===== src/hdl/csim_pkg.sv =====
// Shared types and constants for the cosine similarity threshold block.
// Used by csim_mac, csim_root and cosine_similarity_threshold_top.
// No dependencies.
`default_nettype none

package csim_pkg;

  localparam int ElemW = 16;
  localparam int DotW = 42;
  localparam int SqW = 41;
  localparam int CntW = 11;
  localparam int SimW = 16;
  localparam int MagW = 17;
  localparam int MaxLength = 1024;
  localparam int CountMax = 2047;
  localparam int D2W = 84;
  localparam int QsW = 82;
  localparam int RootW = 115;
  localparam int RootBits = 15;

  typedef enum logic [1:0] {
    ST_ACCEPTED = 2'd0,
    ST_BELOW    = 2'd1,
    ST_ZERO     = 2'd2,
    ST_MISMATCH = 2'd3
  } status_t;

  typedef enum logic [0:0] {
    REG_VECTOR_LENGTH    = 1'b0,
    REG_ACCEPT_THRESHOLD = 1'b1
  } reg_index_t;

  typedef enum logic [2:0] {
    S_IDLE,
    S_MAC,
    S_CHECK,
    S_ROOT,
    S_EMIT
  } top_state_t;

  typedef enum logic [2:0] {
    RS_IDLE,
    RS_SQD,
    RS_SQS,
    RS_TOP,
    RS_TA,
    RS_TB,
    RS_TC
  } root_state_t;

  typedef struct packed {
    logic start;
    logic add_en;
    logic clear;
  } mac_ctrl_t;

  typedef struct packed {
    logic            done;
    logic [MagW-1:0] mag;
  } root_stat_t;

endpackage

`default_nettype wire


===== src/hdl/csim_mac.sv =====
// Element accumulator: one shared signed multiplier forms q*s, q*q, s*s in turn.
// Depends on csim_pkg.
`default_nettype none

module csim_mac import csim_pkg::*; (
  input  wire logic                    clk,
  input  wire logic                    rst,
  input  wire mac_ctrl_t               ctrl,
  input  wire logic signed [ElemW-1:0] query_element,
  input  wire logic signed [ElemW-1:0] stored_element,
  output logic                         busy,
  output logic        [DotW-1:0]       dot_sum,
  output logic        [SqW-1:0]        query_square_sum,
  output logic        [SqW-1:0]        stored_square_sum
);

  logic                    active;
  logic [1:0]              step;
  logic                    pend_valid;
  logic [1:0]              pend_dst;
  logic signed [ElemW-1:0] qr;
  logic signed [ElemW-1:0] sr;
  logic signed [ElemW-1:0] mul_a;
  logic signed [ElemW-1:0] mul_b;
  logic signed [2*ElemW-1:0] prod;

  // Pick operands for the shared multiplier
  always_comb begin
    unique case (step)
      2'd0: begin
        mul_a = qr;
        mul_b = sr;
      end
      2'd1: begin
        mul_a = qr;
        mul_b = qr;
      end
      default: begin
        mul_a = sr;
        mul_b = sr;
      end
    endcase
  end

  // Sequence the three products
  always_ff @(posedge clk) begin
    if (rst) begin
      active     <= 1'b0;
      pend_valid <= 1'b0;
      step       <= 2'd0;
    end else begin
      pend_valid <= active;
      if (ctrl.start) begin
        active <= 1'b1;
        step   <= 2'd0;
      end else if (active) begin
        step <= step + 2'd1;
        if (step == 2'd2) begin
          active <= 1'b0;
        end
      end
    end
  end

  // Hold operands and register each product
  always_ff @(posedge clk) begin
    if (ctrl.start) begin
      qr <= query_element;
      sr <= stored_element;
    end
    prod     <= mul_a * mul_b;
    pend_dst <= step;
  end

  // Add the registered product into its sum; sums wrap at their widths
  always_ff @(posedge clk) begin
    if (rst || ctrl.clear) begin
      dot_sum           <= '0;
      query_square_sum  <= '0;
      stored_square_sum <= '0;
    end else if (pend_valid && ctrl.add_en) begin
      case (pend_dst)
        2'd0: dot_sum <= dot_sum + {{(DotW-2*ElemW){prod[2*ElemW-1]}}, prod};
        2'd1: query_square_sum <= query_square_sum + {{(SqW-2*ElemW){1'b0}}, prod};
        default: stored_square_sum <= stored_square_sum + {{(SqW-2*ElemW){1'b0}}, prod};
      endcase
    end
  end

  assign busy = active | pend_valid;

endmodule

`default_nettype wire


===== src/hdl/csim_root.sv =====
// Similarity magnitude unit: one shared wide adder forms D*D and Q*S by shift-add,
// then finds the largest r with r*r*Q*S <= 2^30*D*D one bit at a time.
// Depends on csim_pkg.
`default_nettype none

module csim_root import csim_pkg::*; (
  input  wire logic            clk,
  input  wire logic            rst,
  input  wire logic            start,
  input  wire logic [DotW-1:0] dot_sum,
  input  wire logic [SqW-1:0]  query_square_sum,
  input  wire logic [SqW-1:0]  stored_square_sum,
  output root_stat_t           stat
);

  root_state_t state;
  root_state_t state_next;

  logic [5:0]          cnt;
  logic [D2W-1:0]      acc;
  logic [D2W-1:0]      mcand;
  logic [DotW-1:0]     mplier;
  logic [D2W-1:0]      d2;
  logic [QsW-1:0]      qs;
  logic [RootW-1:0]    p;
  logic [RootW-1:0]    t;
  logic [RootW-1:0]    ash;
  logic [RootW-1:0]    termq;
  logic [RootBits-1:0] r;
  logic [3:0]          k;
  logic                fit;
  logic                fit_now;
  logic [RootW-1:0]    add_a;
  logic [RootW-1:0]    add_b;
  logic [RootW-1:0]    sum;
  logic [DotW-1:0]     dmag;

  assign dmag = dot_sum[DotW-1] ? (~dot_sum + 1'b1) : dot_sum;

  // Shared adder operand selection
  always_comb begin
    add_a = '0;
    add_b = '0;
    unique case (state)
      RS_SQD, RS_SQS: begin
        add_a = RootW'(acc);
        add_b = mplier[0] ? RootW'(mcand) : '0;
      end
      RS_TA: begin
        add_a = p;
        add_b = ash;
      end
      RS_TB: begin
        add_a = t;
        add_b = termq;
      end
      RS_TC: begin
        add_a = ash;
        add_b = fit ? (termq << 1) : '0;
      end
      default: begin
        add_a = '0;
        add_b = '0;
      end
    endcase
  end

  assign sum     = add_a + add_b;
  assign fit_now = (sum <= {1'b0, d2, 30'b0});

  always_ff @(posedge clk) begin
    if (rst) begin
      state <= RS_IDLE;
    end else begin
      state <= state_next;
    end
  end

  // Next state
  always_comb begin
    state_next = state;
    unique case (state)
      RS_IDLE: if (start) state_next = RS_SQD;
      RS_SQD:  if (cnt == 6'(DotW-1)) state_next = RS_SQS;
      RS_SQS:  if (cnt == 6'(DotW-1)) state_next = RS_TOP;
      RS_TOP:  state_next = (RootW'(qs) <= RootW'(d2)) ? RS_IDLE : RS_TA;
      RS_TA:   state_next = RS_TB;
      RS_TB:   state_next = RS_TC;
      RS_TC:   state_next = (k == 4'd0) ? RS_IDLE : RS_TA;
      default: state_next = RS_IDLE;
    endcase
  end

  // Datapath registers
  always_ff @(posedge clk) begin
    if (rst) begin
      stat.done <= 1'b0;
    end else begin
      stat.done <= 1'b0;
      case (state)
        RS_IDLE: begin
          if (start) begin
            acc    <= '0;
            mcand  <= D2W'(dmag);
            mplier <= dmag;
            cnt    <= '0;
          end
        end
        RS_SQD: begin
          acc    <= sum[D2W-1:0];
          mcand  <= mcand << 1;
          mplier <= mplier >> 1;
          cnt    <= cnt + 6'd1;
          if (cnt == 6'(DotW-1)) begin
            d2     <= sum[D2W-1:0];
            acc    <= '0;
            mcand  <= D2W'(query_square_sum);
            mplier <= DotW'(stored_square_sum);
            cnt    <= '0;
          end
        end
        RS_SQS: begin
          acc    <= sum[D2W-1:0];
          mcand  <= mcand << 1;
          mplier <= mplier >> 1;
          cnt    <= cnt + 6'd1;
          if (cnt == 6'(DotW-1)) begin
            qs <= sum[QsW-1:0];
          end
        end
        RS_TOP: begin
          if (RootW'(qs) <= RootW'(d2)) begin
            stat.mag  <= MagW'(1 << RootBits);
            stat.done <= 1'b1;
          end else begin
            p     <= '0;
            ash   <= '0;
            termq <= RootW'(qs) << (2 * (RootBits - 1));
            r     <= '0;
            k     <= 4'(RootBits - 1);
          end
        end
        RS_TA: begin
          t <= sum;
        end
        RS_TB: begin
          fit <= fit_now;
          if (fit_now) begin
            p    <= sum;
            r[k] <= 1'b1;
          end
        end
        RS_TC: begin
          ash   <= sum >> 1;
          termq <= termq >> 2;
          if (k == 4'd0) begin
            stat.mag  <= {2'b00, r};
            stat.done <= 1'b1;
          end else begin
            k <= k - 4'd1;
          end
        end
        default: begin
        end
      endcase
    end
  end

endmodule

`default_nettype wire


===== src/hdl/cosine_similarity_threshold_top.sv =====
// Cosine similarity with acceptance threshold: top level with handshakes and control.
// Each element word is accepted, passes through the 3 shared multiplies and the last add, then
// returns to idle; the last word then goes through check, shift-add squaring, setup, the root
// search, taking the result and emit; a mismatch or zero length goes from check straight to emit.
// One word is worked on at a time; a finished result may wait while the next word enters.
// Synchronous reset clears sums, count and handshake state; vector_length = 384,
// accept_threshold = 11469.
`default_nettype none

module cosine_similarity_threshold_top import csim_pkg::*; (
  input  wire logic                    clk,
  input  wire logic                    rst,
  input  wire logic                    cfg_write,
  input  wire logic                    cfg_index,
  input  wire logic [SimW-1:0]         cfg_data,
  input  wire logic                    in_valid,
  output logic                         in_ready,
  input  wire logic signed [ElemW-1:0] query_element,
  input  wire logic signed [ElemW-1:0] stored_element,
  input  wire logic [15:0]             vector_tag,
  input  wire logic                    last,
  output logic                         out_valid,
  input  wire logic                    out_ready,
  output logic [15:0]                  result_tag,
  output logic signed [SimW-1:0]       similarity,
  output logic [1:0]                   status
);

  top_state_t state;
  top_state_t state_next;

  logic [CntW-1:0]        vector_length;
  logic signed [SimW-1:0] accept_threshold;
  logic [CntW-1:0]        element_count;
  logic [15:0]            tag;
  logic                   last_word;
  logic                   add_en;
  logic signed [SimW-1:0] res_sim;
  status_t                res_status;
  logic                   mac_busy;
  logic                   in_fire;
  logic                   emit;
  logic                   mismatch;
  logic                   zero_len;
  logic signed [SimW-1:0] sim_calc;
  logic [MagW-1:0]        neg_mag;
  mac_ctrl_t              mac_ctrl;
  root_stat_t             root_stat;
  logic [DotW-1:0]        dot_sum;
  logic [SqW-1:0]         query_square_sum;
  logic [SqW-1:0]         stored_square_sum;

  assign in_fire = in_valid && in_ready;
  assign emit    = (state == S_EMIT) && (!out_valid || out_ready);

  assign mac_ctrl.start  = in_fire;
  assign mac_ctrl.add_en = add_en;
  assign mac_ctrl.clear  = emit;

  csim_mac u_mac (
    .clk               (clk),
    .rst               (rst),
    .ctrl              (mac_ctrl),
    .query_element     (query_element),
    .stored_element    (stored_element),
    .busy              (mac_busy),
    .dot_sum           (dot_sum),
    .query_square_sum  (query_square_sum),
    .stored_square_sum (stored_square_sum)
  );

  csim_root u_root (
    .clk               (clk),
    .rst               (rst),
    .start             (state == S_CHECK && !mismatch && !zero_len),
    .dot_sum           (dot_sum),
    .query_square_sum  (query_square_sum),
    .stored_square_sum (stored_square_sum),
    .stat              (root_stat)
  );

  // Special cases of the finished vector
  assign mismatch = (element_count != vector_length) ||
                    ({1'b0, element_count} > 12'(MaxLength));
  assign zero_len = (query_square_sum == '0) || (stored_square_sum == '0);

  // Apply sign and saturate
  assign neg_mag  = ~root_stat.mag + 1'b1;
  always_comb begin
    if (dot_sum[DotW-1]) begin
      sim_calc = neg_mag[SimW-1:0];
    end else if (root_stat.mag > MagW'(32767)) begin
      sim_calc = 16'sd32767;
    end else begin
      sim_calc = root_stat.mag[SimW-1:0];
    end
  end

  always_ff @(posedge clk) begin
    if (rst) begin
      state <= S_IDLE;
    end else begin
      state <= state_next;
    end
  end

  // Next state and ready
  always_comb begin
    state_next = state;
    in_ready   = 1'b0;
    unique case (state)
      S_IDLE: begin
        in_ready = 1'b1;
        if (in_valid) state_next = S_MAC;
      end
      S_MAC: begin
        if (!mac_busy) state_next = last_word ? S_CHECK : S_IDLE;
      end
      S_CHECK: begin
        state_next = (mismatch || zero_len) ? S_EMIT : S_ROOT;
      end
      S_ROOT: begin
        if (root_stat.done) state_next = S_EMIT;
      end
      S_EMIT: begin
        if (!out_valid || out_ready) state_next = S_IDLE;
      end
      default: state_next = S_IDLE;
    endcase
  end

  // Configuration writes
  always_ff @(posedge clk) begin
    if (rst) begin
      vector_length    <= CntW'(384);
      accept_threshold <= 16'sd11469;
    end else if (cfg_write) begin
      unique case (reg_index_t'(cfg_index))
        REG_VECTOR_LENGTH:    vector_length <= cfg_data[CntW-1:0];
        REG_ACCEPT_THRESHOLD: accept_threshold <= cfg_data;
        default: ;
      endcase
    end
  end

  // Count words and hold the word's side information
  always_ff @(posedge clk) begin
    if (rst) begin
      element_count <= '0;
    end else if (emit) begin
      element_count <= '0;
    end else if (in_fire && element_count != CntW'(CountMax)) begin
      element_count <= element_count + 1'b1;
    end
  end

  always_ff @(posedge clk) begin
    if (in_fire) begin
      tag       <= vector_tag;
      last_word <= last;
      add_en    <= ({1'b0, element_count} < 12'(MaxLength));
    end
    if (state == S_CHECK) begin
      res_sim    <= '0;
      res_status <= mismatch ? ST_MISMATCH : ST_ZERO;
    end
    if (state == S_ROOT && root_stat.done) begin
      res_sim    <= sim_calc;
      res_status <= (sim_calc >= accept_threshold) ? ST_ACCEPTED : ST_BELOW;
    end
  end

  // Output register
  always_ff @(posedge clk) begin
    if (rst) begin
      out_valid <= 1'b0;
    end else if (emit) begin
      out_valid <= 1'b1;
    end else if (out_ready) begin
      out_valid <= 1'b0;
    end
  end

  always_ff @(posedge clk) begin
    if (emit) begin
      result_tag <= tag;
      similarity <= res_sim;
      status     <= res_status;
    end
  end

endmodule

`default_nettype wire


===== config.mk =====
export PLATFORM = sky130hd
export DESIGN_NAME = cosine_similarity_threshold_top
export DESIGN_NICKNAME = d
export VERILOG_FILES = /design/src/hdl/csim_pkg.sv /design/src/hdl/csim_mac.sv /design/src/hdl/csim_root.sv /design/src/hdl/cosine_similarity_threshold_top.sv
export SDC_FILE = /design/constraint.sdc
export NUM_CORES = 2
export LEC_CHECK = 0
export BUFFER_PORTS_ARGS = -buffer_cell sky130_fd_sc_hd__buf_2
export CAP_MARGIN = 0
export CORE_AREA = 2 2 345 347
export CTS_BUF_LIST = sky130_fd_sc_hd__clkbuf_4 sky130_fd_sc_hd__clkbuf_8
export DETAILED_ROUTE_END_ITERATION = 8
export DIE_AREA = 0 0 347 349
export PLACE_DENSITY = 0.81
export SYNTH_ARGS = -nofsm -noshare
export SYNTH_HDL_FRONTEND = slang
export SYNTH_SLANG_ARGS = --single-unit

===== constraint.sdc =====
create_clock -name clk -period 15.83 [get_ports clk]
set_input_delay 1.583 -clock clk [delete_from_list [all_inputs] [get_ports clk]]
set_output_delay 1.583 -clock clk [all_outputs]
set_load 0.02 [all_outputs]

==> metrics.txt <==
CTS hold repair buffers=0; arrival time worst endpoint=14.30 ns; Cells after Synth=7,663; P&R area growth vs syn=8.18%; startpoint types=flop; post-CTS sizing=0; commonest cells after routing, fill and taps aside=974 x edfxtp_1, 965 x nand2_1, 819 x nor2_1, 639 x a21oi_1, 590 x inv_1; root buffer cell=clkbuf_8; Avg Cell Area, Syn=9.89 sq um; Tot GR Track Use=38.3%; post-route ant nets=0; Initial Util=64.5%; Die X=347 um; top_reg_cell synth=edfxtp_1; row count=126; via/cell ratio=6.58; Setup crit end kind=flop; RSZ-0062 raised after global routing=false; Congestion Overflow GR=0; TritonCTS clock tree=built; H-tree Lvls=4; clk_skew=0.0757 ns; failing checks=design-rule violations; first-pass GRT wire length=356 mm; r2r startpoint=u_root.state[1]; initial antenna violation count=6; worst r2r path cells=33; DRT Pass-1 Iters=9; Routed WL per cell=24.9 um; Die Y=349 um; library cells used by synthesis=83; Slew @ Worst Pin=1.40 ns; Routability Congestion=1.01; worst hold path class=reg -> reg; Hold WS=0.377 ns; Clk pin slew, worst setup/hold paths=0.06 ns; RR Endpoint=u_root.p[15]; setup ws final=2.04 ns; number of flops mapped to enable cells by yosys=974; register-to-register setup slack=2.04 ns; DP Wirelength=167 mm; max-slew violation count=0; Setup TNS=0 ns; dpl ws=2.82 ns; Slew HR=4.21%; die area=121,000 sq um; YS warnings=0; # setup viols final=0; HP Start=u_mac.step[1]; Setup CP Type=reg -> reg; Synth async-reset ratio=0%; clock latency on the worst-skew pair=0.93 ns; Post-Syn Nets=8,497; run status=finished, violations left; vias in the first global route=60,400; via count=61,800; Setup Buffers After CTS=0; CTS max path bufs=3; crit-path max cell delay=1.01 ns; Starting DRT DRC Count=8,116; Tcrit/Tclk final=87.1%; fin nets=8,510; core area=117,000 sq um; layout cells sized above 1=8.06%; critical path peak fanout=54; FMAX=72.5 MHz; DRT Wirelength=233 mm; Synth area leader=edfxtp_1; CTS Buf Count=193; CP endpoint=u_root.p[15]; Port Buffers=106; I/O Pins=107; MaxCap Viol Count=0; CTS sink cnt=1,182; Hold Fails Final Rpt=0; Worst EP required=16.34 ns; Critical path origin=u_root.state[1]; commonest non-fill, non-tap cell in the layout=edfxtp_1; largest net degree at the start of global routing=147; dominant cells by area after synthesis=edfxtp_1 39%, ha_1 8.2%, fa_1 7.0%; slowest CP cell=a31o_4; fin crit period=13.79 ns; share of the synthesized area in the top cell type=38.6%; post-synthesis sequential area ratio=44.1%; FF+latch count, synth=1,182; Synth Cell Area=75,800 sq um; DR DRC count=7
==> metrics by stage <==
stage,instance area [sq um],utilization (%),cells
detailed placement,77700,66.1,9017
global route,82000,69.8,9383
floorplan,75800,-,7663
finish,82000,69.8,9383
global placement,77700,66.1,9017
CTS,81900,69.8,9381
==> state kept, by name, summed over array words and instances, names as in the netlist, 42 cells and up <==
name,flops
u_mac.dot_sum,42
u_root.acc,84
u_root.ash,114
u_root.d2,84
u_root.mcand,84
u_root.mplier,42
u_root.p,115
u_root.qs,82
u_root.t,115
u_root.termq,110
==> layer usage <==
layer	GRT usage, %	wire length, um	part of all wire (%)	vias up
met4	17.7	11400	4.9	8
met2	57.3	102000	44	3991
li1	-	-	-	27400
met3	10.3	30500	13	708
met5	0	52	0.022	-
met1	52.2	89900	39	29700
==> critical path, delay by kind of cell, from the launching register on <==
kind                     cells  cell delay [ns]
XOR/XNOR                     1             0.62
buffers and inverters        4             2.26
AND/OR/NAND/NOR             17             5.74
AO/OA/AOI/OAI                9             3.22
flip-flops                   1             0.80
adder cells (fa/ha/maj)      2             0.50
==> worst min-delay path by stage <==
| stage | endpoint | cells past startpoint |
|---|---|---|
| 2_1_floorplan | u_mac.pend_dst[1] | 0 |
| 3_3_place_gp | u_mac.pend_dst[1] | 0 |
| 3_5_place_dp | u_mac.pend_dst[1] | 0 |
| 4_1_cts | u_mac.pend_dst[1] | 0 |
| 5_1_grt | u_mac.pend_dst[1] | 0 |
| 6_report | u_mac.pend_dst[1] | 0 |
==> cell type report <==
type	count	area, sq um
multi-input cells	5512	38900
fillers	8826	35500
flip-flops and latches	1182	33400
clock buffers	259	3250
inverters	592	2220
well taps	1536	1920
repair buffers	195	1240
clock inverters	105	1020
diodes	2	5.00
==> synthesized netlist by cell type, types with 37 or more instances <==
master	number
mux2i_1	148
and3_1	72
nor4_1	47
nor2_1	825
o22ai_1	95
o21bai_1	40
a221o_1	82
xor2_1	129
nor2b_1	138
xnor2_1	171
nor3_1	73
inv_1	591
nand4_1	107
a21o_1	229
o21ai_0	192
a222oi_1	111
clkbuf_1	338
nand3_1	102
o21a_1	38
nand2_1	968
and2_1	78
dfxtp_1	208
or3_1	37
edfxtp_1	974
ha_1	497
a21oi_1	642
nand2b_1	49
fa_1	266
==> kinds of logic after synthesis <==
family | Yosys count | synth area share, %
simple gates | 2590 | 15.4
compound gates | 1682 | 14.6
flops | 1182 | 44.1
buf+inv | 969 | 4.81
fa+ha+maj | 763 | 15.2
xor+xnor | 300 | 3.47
mux | 177 | 2.39
Power is left out: the tool's default activity adds up to more than one toggle a clock period on the data nets, which glitch-free logic cannot reach.
